### config.mk
export PLATFORM = sky130hd
export DESIGN_NAME = prim_mst_engine_core
export DESIGN_NICKNAME = d
export VERILOG_FILES = /design/src/hdl/pme_pkg.sv /design/src/hdl/pme_ram.sv /design/src/hdl/prim_mst_engine_core.sv
export SDC_FILE = /design/constraint.sdc
export NUM_CORES = 2
export LEC_CHECK = 0
export BUFFER_PORTS_ARGS = -buffer_cell sky130_fd_sc_hd__buf_2
export CAP_MARGIN = 40
export CORE_ASPECT_RATIO = 1.5
export CORE_MARGIN = 1.5
export CORE_UTILIZATION = 65
export CTS_CLUSTER_DIAMETER = 150
export CTS_CLUSTER_SIZE = 20
export DETAILED_ROUTE_END_ITERATION = 8
export PLACE_DENSITY = 0.82
export SYNTH_ARGS = -nofsm -noshare
export SYNTH_HDL_FRONTEND = slang
export SYNTH_SLANG_ARGS = --single-unit
### constraint.sdc
create_clock -name clk -period 6 [get_ports clk]
set_input_delay 0.6 -clock clk [delete_from_list [all_inputs] [get_ports clk]]
set_output_delay 0.6 -clock clk [all_outputs]
set_load 0.01 [all_outputs]
### src/hdl/pme_pkg.sv
`timescale 1ns / 1ps
`default_nettype none

package pme_pkg;

	// sizing of the engine
	localparam int MAX_NODES   = 32;
	localparam int MAX_EDGES   = 64;
	localparam int WEIGHT_BITS = 16;

	localparam int NODE_W  = $clog2(MAX_NODES);
	localparam int NCNT_W  = $clog2(MAX_NODES + 1);
	localparam int SLOT_W  = $clog2(MAX_EDGES);
	localparam int ECNT_W  = $clog2(MAX_EDGES + 1);
	localparam int ENTRY_W = 2 * NODE_W + WEIGHT_BITS;

	// fixed field widths of the ports
	localparam int KIND_W    = 3;
	localparam int TOTAL_W   = 21;
	localparam int NCFG_W    = 6;
	localparam int ECFG_W    = 7;
	localparam int CFG_W     = 7;
	localparam int CFG_IDX_W = 1;

	// configuration register indexes
	localparam logic [CFG_IDX_W-1:0] REG_NODE_COUNT = 1'd0;
	localparam logic [CFG_IDX_W-1:0] REG_EDGE_COUNT = 1'd1;

	// request types
	localparam logic REQ_LOAD  = 1'b0;
	localparam logic REQ_START = 1'b1;

	// result kinds
	localparam logic [KIND_W-1:0] KIND_EDGE         = 3'd0;
	localparam logic [KIND_W-1:0] KIND_DONE         = 3'd1;
	localparam logic [KIND_W-1:0] KIND_EMPTY        = 3'd2;
	localparam logic [KIND_W-1:0] KIND_START_MISS   = 3'd3;
	localparam logic [KIND_W-1:0] KIND_DISCONNECTED = 3'd4;

	typedef enum logic [1:0] {
		ST_IDLE,
		ST_SCAN,
		ST_EMIT,
		ST_FINISH
	} state_t;

endpackage

`default_nettype wire

### src/hdl/pme_ram.sv
`timescale 1ns / 1ps
`default_nettype none

module pme_ram #(
	parameter int WIDTH = 8,
	parameter int DEPTH = 16
) (
	input  wire logic                     clk,
	input  wire logic                     wr_en,
	input  wire logic [$clog2(DEPTH)-1:0] wr_addr,
	input  wire logic [WIDTH-1:0]         wr_data,
	input  wire logic                     rd_en,
	input  wire logic [$clog2(DEPTH)-1:0] rd_addr,
	output logic      [WIDTH-1:0]         rd_data
);

	logic [WIDTH-1:0] mem_q [DEPTH];

	always_ff @(posedge clk) begin
		if (wr_en) begin
			mem_q[wr_addr] <= wr_data;
		end
		if (rd_en) begin
			rd_data <= mem_q[rd_addr];
		end
	end

endmodule

`default_nettype wire

### src/hdl/prim_mst_engine_core.sv
`timescale 1ns / 1ps
`default_nettype none
// Load request: no result; a load can be taken every cycle while the core is idle.
// Start request: each round scans the m live edge slots, one registered RAM read per cycle,
// and a run of k accepted edges takes k + 1 rounds plus output stalls, with in_ready low meanwhile.
// Empty graph and missing start give their single result from the finish state, without a scan.
// Reset clears control, configuration, tree marks and totals; the edge table is not cleared.

module prim_mst_engine_core
	import pme_pkg::*;
(
	input  wire logic                 clk,
	input  wire logic                 arst_n,

	input  wire logic                 cfg_wr_en,
	input  wire logic [CFG_IDX_W-1:0] cfg_index,
	input  wire logic [CFG_W-1:0]     cfg_wdata,

	input  wire logic                 in_valid,
	output logic                      in_ready,
	input  wire logic                 req_type,
	input  wire logic [5:0]           edge_slot,
	input  wire logic [4:0]           end_a,
	input  wire logic [4:0]           end_b,
	input  wire logic signed [15:0]   edge_weight,
	input  wire logic [4:0]           start_node,

	output logic                      out_valid,
	input  wire logic                 out_ready,
	output logic [KIND_W-1:0]         kind,
	output logic [5:0]                accepted_edge,
	output logic [4:0]                joined_node,
	output logic signed [TOTAL_W-1:0] total_weight,
	output logic                      last
);

	// configuration registers
	logic [NCFG_W-1:0] node_cfg_q;
	logic [ECFG_W-1:0] edge_cfg_q;

	// sequencer and tree state
	state_t                          state_q, state_nxt;
	logic [MAX_NODES-1:0]            marks_q;
	logic [NCNT_W-1:0]               size_q;
	logic signed [TOTAL_W-1:0]       total_q;
	logic [ECNT_W-1:0]               rd_idx_q;
	logic                            pend_s1;
	logic [SLOT_W-1:0]               slot_s1;
	logic                            found_q;
	logic [SLOT_W-1:0]               best_slot_q;
	logic signed [WEIGHT_BITS-1:0]   best_w_q;
	logic [NODE_W-1:0]               join_q;
	logic [KIND_W-1:0]               fin_kind_q;

	// derived values
	logic [NCNT_W-1:0]             n_sat;
	logic [ECNT_W-1:0]             m_sat;
	logic                          req_fire;
	logic                          load_fire;
	logic                          start_fire;
	logic                          out_free;
	logic                          rd_issue;
	logic                          scan_end;
	logic                          emit_load;
	logic                          fin_load;

	// edge table read-back
	logic [ENTRY_W-1:0]            wr_entry;
	logic [ENTRY_W-1:0]            rd_entry;
	logic [NODE_W-1:0]             ra;
	logic [NODE_W-1:0]             rb;
	logic signed [WEIGHT_BITS-1:0] rw;
	logic                          cand;
	logic                          take;

	// clamp the counts to what the tables hold
	assign n_sat = (node_cfg_q > NCFG_W'(MAX_NODES)) ? NCNT_W'(MAX_NODES)
		: NCNT_W'(node_cfg_q);
	assign m_sat = (edge_cfg_q > ECFG_W'(MAX_EDGES)) ? ECNT_W'(MAX_EDGES)
		: ECNT_W'(edge_cfg_q);

	assign req_fire   = in_valid && in_ready;
	assign load_fire  = req_fire && (req_type == REQ_LOAD)
		&& (ECNT_W'(edge_slot) < ECNT_W'(MAX_EDGES));
	assign start_fire = req_fire && (req_type == REQ_START);
	assign out_free   = !out_valid || out_ready;

	// edge table: {first end, second end, weight}; the weight is stored in full as a signed 16-bit value
	assign wr_entry = {end_a[NODE_W-1:0], end_b[NODE_W-1:0], edge_weight[WEIGHT_BITS-1:0]};

	pme_ram #(
		.WIDTH(ENTRY_W),
		.DEPTH(MAX_EDGES)
	) u_edge_ram (
		.clk    (clk),
		.wr_en  (load_fire),
		.wr_addr(edge_slot[SLOT_W-1:0]),
		.wr_data(wr_entry),
		.rd_en  (rd_issue),
		.rd_addr(rd_idx_q[SLOT_W-1:0]),
		.rd_data(rd_entry)
	);

	assign ra = rd_entry[ENTRY_W-1 -: NODE_W];
	assign rb = rd_entry[WEIGHT_BITS +: NODE_W];
	assign rw = rd_entry[WEIGHT_BITS-1:0];

	// shared compare unit: a crossing edge between present nodes, lighter than the best
	// so far; strict less-than keeps the lowest slot on ties
	assign cand = (NCNT_W'(ra) < n_sat) && (NCNT_W'(rb) < n_sat)
		&& (marks_q[ra] != marks_q[rb]);
	assign take = pend_s1 && cand && (!found_q || (rw < best_w_q));

	// next state
	always_comb begin
		state_nxt = state_q;
		case (state_q)
			ST_IDLE: begin
				if (start_fire) begin
					if (n_sat == '0 || NCNT_W'(start_node) >= n_sat) begin
						state_nxt = ST_FINISH;
					end else begin
						state_nxt = ST_SCAN;
					end
				end
			end
			ST_SCAN: begin
				if (scan_end) begin
					state_nxt = found_q ? ST_EMIT : ST_FINISH;
				end
			end
			ST_EMIT: begin
				if (out_free) begin
					state_nxt = ST_SCAN;
				end
			end
			ST_FINISH: begin
				if (out_free) begin
					state_nxt = ST_IDLE;
				end
			end
			default: state_nxt = ST_IDLE;
		endcase
	end

	// sequencer outputs
	always_comb begin
		in_ready  = 1'b0;
		rd_issue  = 1'b0;
		scan_end  = 1'b0;
		emit_load = 1'b0;
		fin_load  = 1'b0;
		case (state_q)
			ST_IDLE:   in_ready = 1'b1;
			ST_SCAN: begin
				rd_issue = (rd_idx_q < m_sat);
				scan_end = (rd_idx_q == m_sat) && !pend_s1;
			end
			ST_EMIT:   emit_load = out_free;
			ST_FINISH: fin_load = out_free;
			default: begin
				in_ready = 1'b0;
			end
		endcase
	end

	// configuration writes
	always_ff @(posedge clk or negedge arst_n) begin
		if (!arst_n) begin
			node_cfg_q <= '0;
			edge_cfg_q <= '0;
		end else if (cfg_wr_en) begin
			case (cfg_index)
				REG_NODE_COUNT: node_cfg_q <= cfg_wdata[NCFG_W-1:0];
				REG_EDGE_COUNT: edge_cfg_q <= cfg_wdata[ECFG_W-1:0];
				default: begin
					node_cfg_q <= node_cfg_q;
				end
			endcase
		end
	end

	// sequencer and tree state
	always_ff @(posedge clk or negedge arst_n) begin
		if (!arst_n) begin
			state_q    <= ST_IDLE;
			marks_q    <= '0;
			size_q     <= '0;
			total_q    <= '0;
			rd_idx_q   <= '0;
			pend_s1    <= 1'b0;
			found_q    <= 1'b0;
			fin_kind_q <= KIND_DONE;
		end else begin
			state_q <= state_nxt;
			pend_s1 <= rd_issue;

			if (start_fire) begin
				if (n_sat == '0) begin
					fin_kind_q <= KIND_EMPTY;
				end else if (NCNT_W'(start_node) >= n_sat) begin
					fin_kind_q <= KIND_START_MISS;
				end else begin
					// seed the tree with the start node
					marks_q  <= MAX_NODES'(1) << start_node[NODE_W-1:0];
					size_q   <= NCNT_W'(1);
					total_q  <= '0;
					rd_idx_q <= '0;
					found_q  <= 1'b0;
				end
			end

			// advance the scan address
			if (rd_issue) begin
				rd_idx_q <= rd_idx_q + ECNT_W'(1);
			end

			if (take) begin
				found_q <= 1'b1;
			end

			// no crossing edge left: done if every node joined, else disconnected
			if (scan_end && !found_q) begin
				fin_kind_q <= (size_q < n_sat) ? KIND_DISCONNECTED : KIND_DONE;
			end

			// commit the round's winner and restart the scan
			if (emit_load) begin
				marks_q[join_q] <= 1'b1;
				size_q          <= size_q + NCNT_W'(1);
				total_q         <= total_q + TOTAL_W'(best_w_q);
				rd_idx_q        <= '0;
				found_q         <= 1'b0;
			end
		end
	end

	// payload of the running best and the read pipeline
	always_ff @(posedge clk) begin
		slot_s1 <= rd_idx_q[SLOT_W-1:0];
		if (take) begin
			best_slot_q <= slot_s1;
			best_w_q    <= rw;
			join_q      <= marks_q[ra] ? rb : ra;
		end
	end

	// output register: hold a result until it is taken
	always_ff @(posedge clk or negedge arst_n) begin
		if (!arst_n) begin
			out_valid <= 1'b0;
		end else if (emit_load || fin_load) begin
			out_valid <= 1'b1;
		end else if (out_ready) begin
			out_valid <= 1'b0;
		end
	end

	always_ff @(posedge clk) begin
		if (emit_load) begin
			kind          <= KIND_EDGE;
			accepted_edge <= 6'(best_slot_q);
			joined_node   <= 5'(join_q);
			total_weight  <= '0;
			last          <= 1'b0;
		end else if (fin_load) begin
			kind          <= fin_kind_q;
			accepted_edge <= '0;
			joined_node   <= '0;
			total_weight  <= (fin_kind_q == KIND_DONE) ? total_q : '0;
			last          <= 1'b1;
		end
	end

`ifndef NO_ASSERTIONS
	a_size_matches_marks: assert property (@(posedge clk) disable iff (!arst_n)
		$countones(marks_q) == 32'(size_q))
		else $error("tree size out of step with tree marks");

	a_pend_in_scan: assert property (@(posedge clk) disable iff (!arst_n)
		pend_s1 |-> (state_q == ST_SCAN))
		else $error("edge read in flight outside a scan");

	a_emit_has_winner: assert property (@(posedge clk) disable iff (!arst_n)
		(state_q == ST_EMIT) |-> (found_q && !marks_q[join_q]))
		else $error("emit without a fresh node to join");

	a_scan_bound: assert property (@(posedge clk) disable iff (!arst_n)
		rd_idx_q <= ECNT_W'(MAX_EDGES))
		else $error("scan address past the edge table");
`endif

endmodule

`default_nettype wire
==> impl_metrics.env <==
export IMPL_status="finished clean"
export IMPL_synth_seq_cells=1846
export IMPL_ys_warnings_count=0
export IMPL_clock_sinks=1846
export IMPL_grt_pass1_wl_mm=270
export IMPL_slew_violations=0
export IMPL_power_leakage_nw=25.2
export IMPL_post_cts_setup_buffer_count=0
export IMPL_ir_drop_mv=0.387
export IMPL_cts_root_buf="clkbuf_16"
export IMPL_setup_slack_ns=2.19
export IMPL_fin_skew_ns=0.0298
export IMPL_synth_edf_count=1728
export IMPL_worstMarginPinSlew_ns=1.10
export IMPL_vias=36500
export IMPL_yosysUniqueCellTypes=66
export IMPL_yosysSeqAreaShare=0.755
export IMPL_cp_start_kind="register"
export IMPL_synth_area_sq_um=72400
export IMPL_portBuffers=88
export IMPL_fin_nets=3516
export IMPL_crit_fanout=14
export IMPL_io_pins=89
export IMPL_area_delta_synth_final_pct=10.5
export IMPL_hold_class="in -> reg"
export IMPL_gr_total_overflow=0
export IMPL_cts_reportedPaths_clkPinSlew_ns=0.09
export IMPL_num_rows=149
export IMPL_maxCapViolations=0
export IMPL_grt_max_degree=88
export IMPL_via_per_inst=7.47
export IMPL_insertion_delay_ns=0.74
export IMPL_dp_hpwl_mm=114
export IMPL_syn_nets=3355
export IMPL_n_fill_cell=5575
export IMPL_drtIter0Drc=5284
export IMPL_synth_cells=3241
export IMPL_worstSetupPathType="reg -> reg"
export IMPL_drive_gt1_frac=0.286
export IMPL_cts_resized_gates=0
export IMPL_core_sq_um=110000
export IMPL_end_kind="register"
export IMPL_die_h_um=412
export IMPL_hold_violations=0
export IMPL_dp_slack_ns=2.19
export IMPL_synth_area_per_cell_sq_um=22.3
export IMPL_start_util=0.657
export IMPL_dp_cells=4714
export IMPL_die_w_um=276
export IMPL_max_freq_mhz=263
export IMPL_place_gp_congestion=0.888
export IMPL_period_share=0.635
export IMPL_wl_per_cell_um=39.1
export IMPL_setup_viol=0
export IMPL_grt_usage=0.344
export IMPL_grt_pass1_vias=37000
export IMPL_design_area_sq_um=80000
export IMPL_postPlaceCellArea_sq_um=76900
export IMPL_async_flop_share=0.0471
export IMPL_cts_tree="yes"
export IMPL_timing_setup_tns_ns=0
export IMPL_critPathRequiredTime_ns=6.43
export IMPL_detail_route_antenna_nets=0
export IMPL_totalWireLength_mm=191
export IMPL_cts_hold_buffers=1
export IMPL_maxSlewHeadroom=0.262
export IMPL_rsz0062_at_grt="no"
export IMPL_antenna_found_initial=16
export IMPL_power_density_nw_per_um2=403
export IMPL_synth_ff_type="edfxtp_1"
export IMPL_first_pass_iters=7
export IMPL_cts_htree_levels=3
export IMPL_cts_buffer_depth=3
export IMPL_remaining_drc_errors=0
export IMPL_arrival_ns=4.23
export IMPL_layout_cells_non_filler=4885
export IMPL_dieArea_sq_um=113000
export IMPL_min_period_ns=3.81
export IMPL_cts_made_buffers=102
## metrics by stage
step	hold slack [ns]	total power, mW	utilization
global placement	0.387	24.5	0.679
finish	0.105	32.2	0.726
CTS	0.0751	32.2	0.723
floorplan	0.304	21.9	-
detailed placement	0.389	25.0	0.698
global route	0.104	33.1	0.726
## routing by layer
layer | routed length, um | part of all wire | vias to the layer above | GRT usage
met5 | 88 | 0.00046 | - | 0
met2 | 103000 | 0.54 | 2767 | 0.602
met3 | 17100 | 0.090 | 542 | 0.0596
met4 | 10100 | 0.053 | 14 | 0.166
li1 | - | - | 14000 | -
met1 | 60800 | 0.32 | 19200 | 0.414
## final timing paths
path | from | end | slack [ns] | cells after the start
setup / recovery | state_q[0] | u_edge_ram.mem_q[59][9] | 2.19 | 7
hold / removal | cfg_wdata[6] | edge_cfg_q[6] | 0.10 | 2
setup reg to reg | state_q[0] | u_edge_ram.mem_q[59][9] | 2.19 | 7
hold reg to reg | slot_s1[2] | best_slot_q[2] | 0.41 | 0
max in group asynchronous | arst_n | rd_idx_q[1] | 4.41 | 3
min in group asynchronous | arst_n | marks_q[5] | 0.35 | 2
## cells by family (layout without fill, tap and decap cells)
| family | after synthesis | in the layout | synth area share |
|---|---|---|---|
| AO/OA/AOI/OAI | 232 | 232 | 0.0214 |
| XOR/XNOR | 14 | 14 | 0.00169 |
| adder cells (fa/ha/maj) | 63 | 63 | 0.0110 |
| buffers and inverters | 190 | 394 | 0.0115 |
| flip-flops | 1846 | 1846 | 0.755 |
| multiplexers | 593 | 593 | 0.179 |
| other | 0 | 6 | 0 |
| AND/OR/NAND/NOR | 303 | 303 | 0.0203 |
## cells in the final DEF, fill, tap and decap left out, types with 32 or more instances in the layout
cell type / instances
a21oi_1: 32
buf_12: 35
buf_16: 66
buf_2: 87
clkbuf_1: 41
clkbuf_16: 105
dfrtp_1: 82
edfxtp_1: 1728
ha_1: 62
mux4_2: 560
nand2_1: 68
nor2_1: 36
nor2_4: 59
o21ai_0: 69
## state kept, by name (all words and copies together) (netlist names)
signal              count
best_slot_q             6
best_w_q               16
fin_kind_q              3
join_q                  5
last                    1
total_weight           21
slot_s1                 6
node_cfg_q              6
joined_node             5
accepted_edge           6
pend_s1                 1
marks_q                32
found_q                 1
edge_cfg_q              7
rd_idx_q                7
size_q                  6
out_valid               1
state_q                 2
u_edge_ram.rd_data     26
kind                    3
total_q                21
u_edge_ram.mem_q     1664
## report_power, final
part / total (mW) / internal (mW) / switching [mW] / leakage (nW)
sequential: 15.5 / 14.7 / 0.851 / 16.9
clock: 7.18 / 3.21 / 3.97 / 1.35
combinational: 9.52 / 4.61 / 4.91 / 6.96
total: 32.2 / 22.5 / 9.73 / 25.2
## cells in the mapped netlist (13+ instances only)
cell type | instances | area share
a21o_1 | 17 | 0.0018
a21oi_1 | 32 | 0.0022
a22o_1 | 26 | 0.0031
a22oi_1 | 28 | 0.0029
and2_1 | 14 | 0.0012
buf_1 | 19 | 0.00098
buf_2 | 46 | 0.0032
clkbuf_1 | 84 | 0.0044
dfrtp_1 | 86 | 0.030
dfxtp_1 | 31 | 0.0086
edfxtp_1 | 1728 | 0.72
ha_1 | 62 | 0.011
inv_1 | 25 | 0.0013
mux2_2 | 21 | 0.0033
mux4_2 | 560 | 0.17
nand2_1 | 68 | 0.0035
nand3_1 | 31 | 0.0021
nor2_1 | 100 | 0.0052
nor2b_1 | 13 | 0.0011
o21ai_0 | 69 | 0.0048
## layout make-up
type | count | area (sq um) | area share
antenna | 6 | 15.0 | 0.000188
clock buffer | 146 | 2780 | 0.0348
clock inverter | 1 | 16.3 | 0.000203
inverter | 28 | 113 | 0.00141
multi-input combinational | 1205 | 17400 | 0.217
sequential | 1846 | 54700 | 0.683
tap | 1434 | 1790 | 0.0224
timing repair buffer | 219 | 3250 | 0.0406
## critical path: stages (launching register included)
cell,delay [ns]
dfrtp_1,0.49
nor2_1,0.26
nand2_1,0.11
nor3b_1,0.90
nand2_1,0.62
buf_8,0.35
nor2_4,0.53
buf_16,0.24
(Power assumes the default switching activity.)
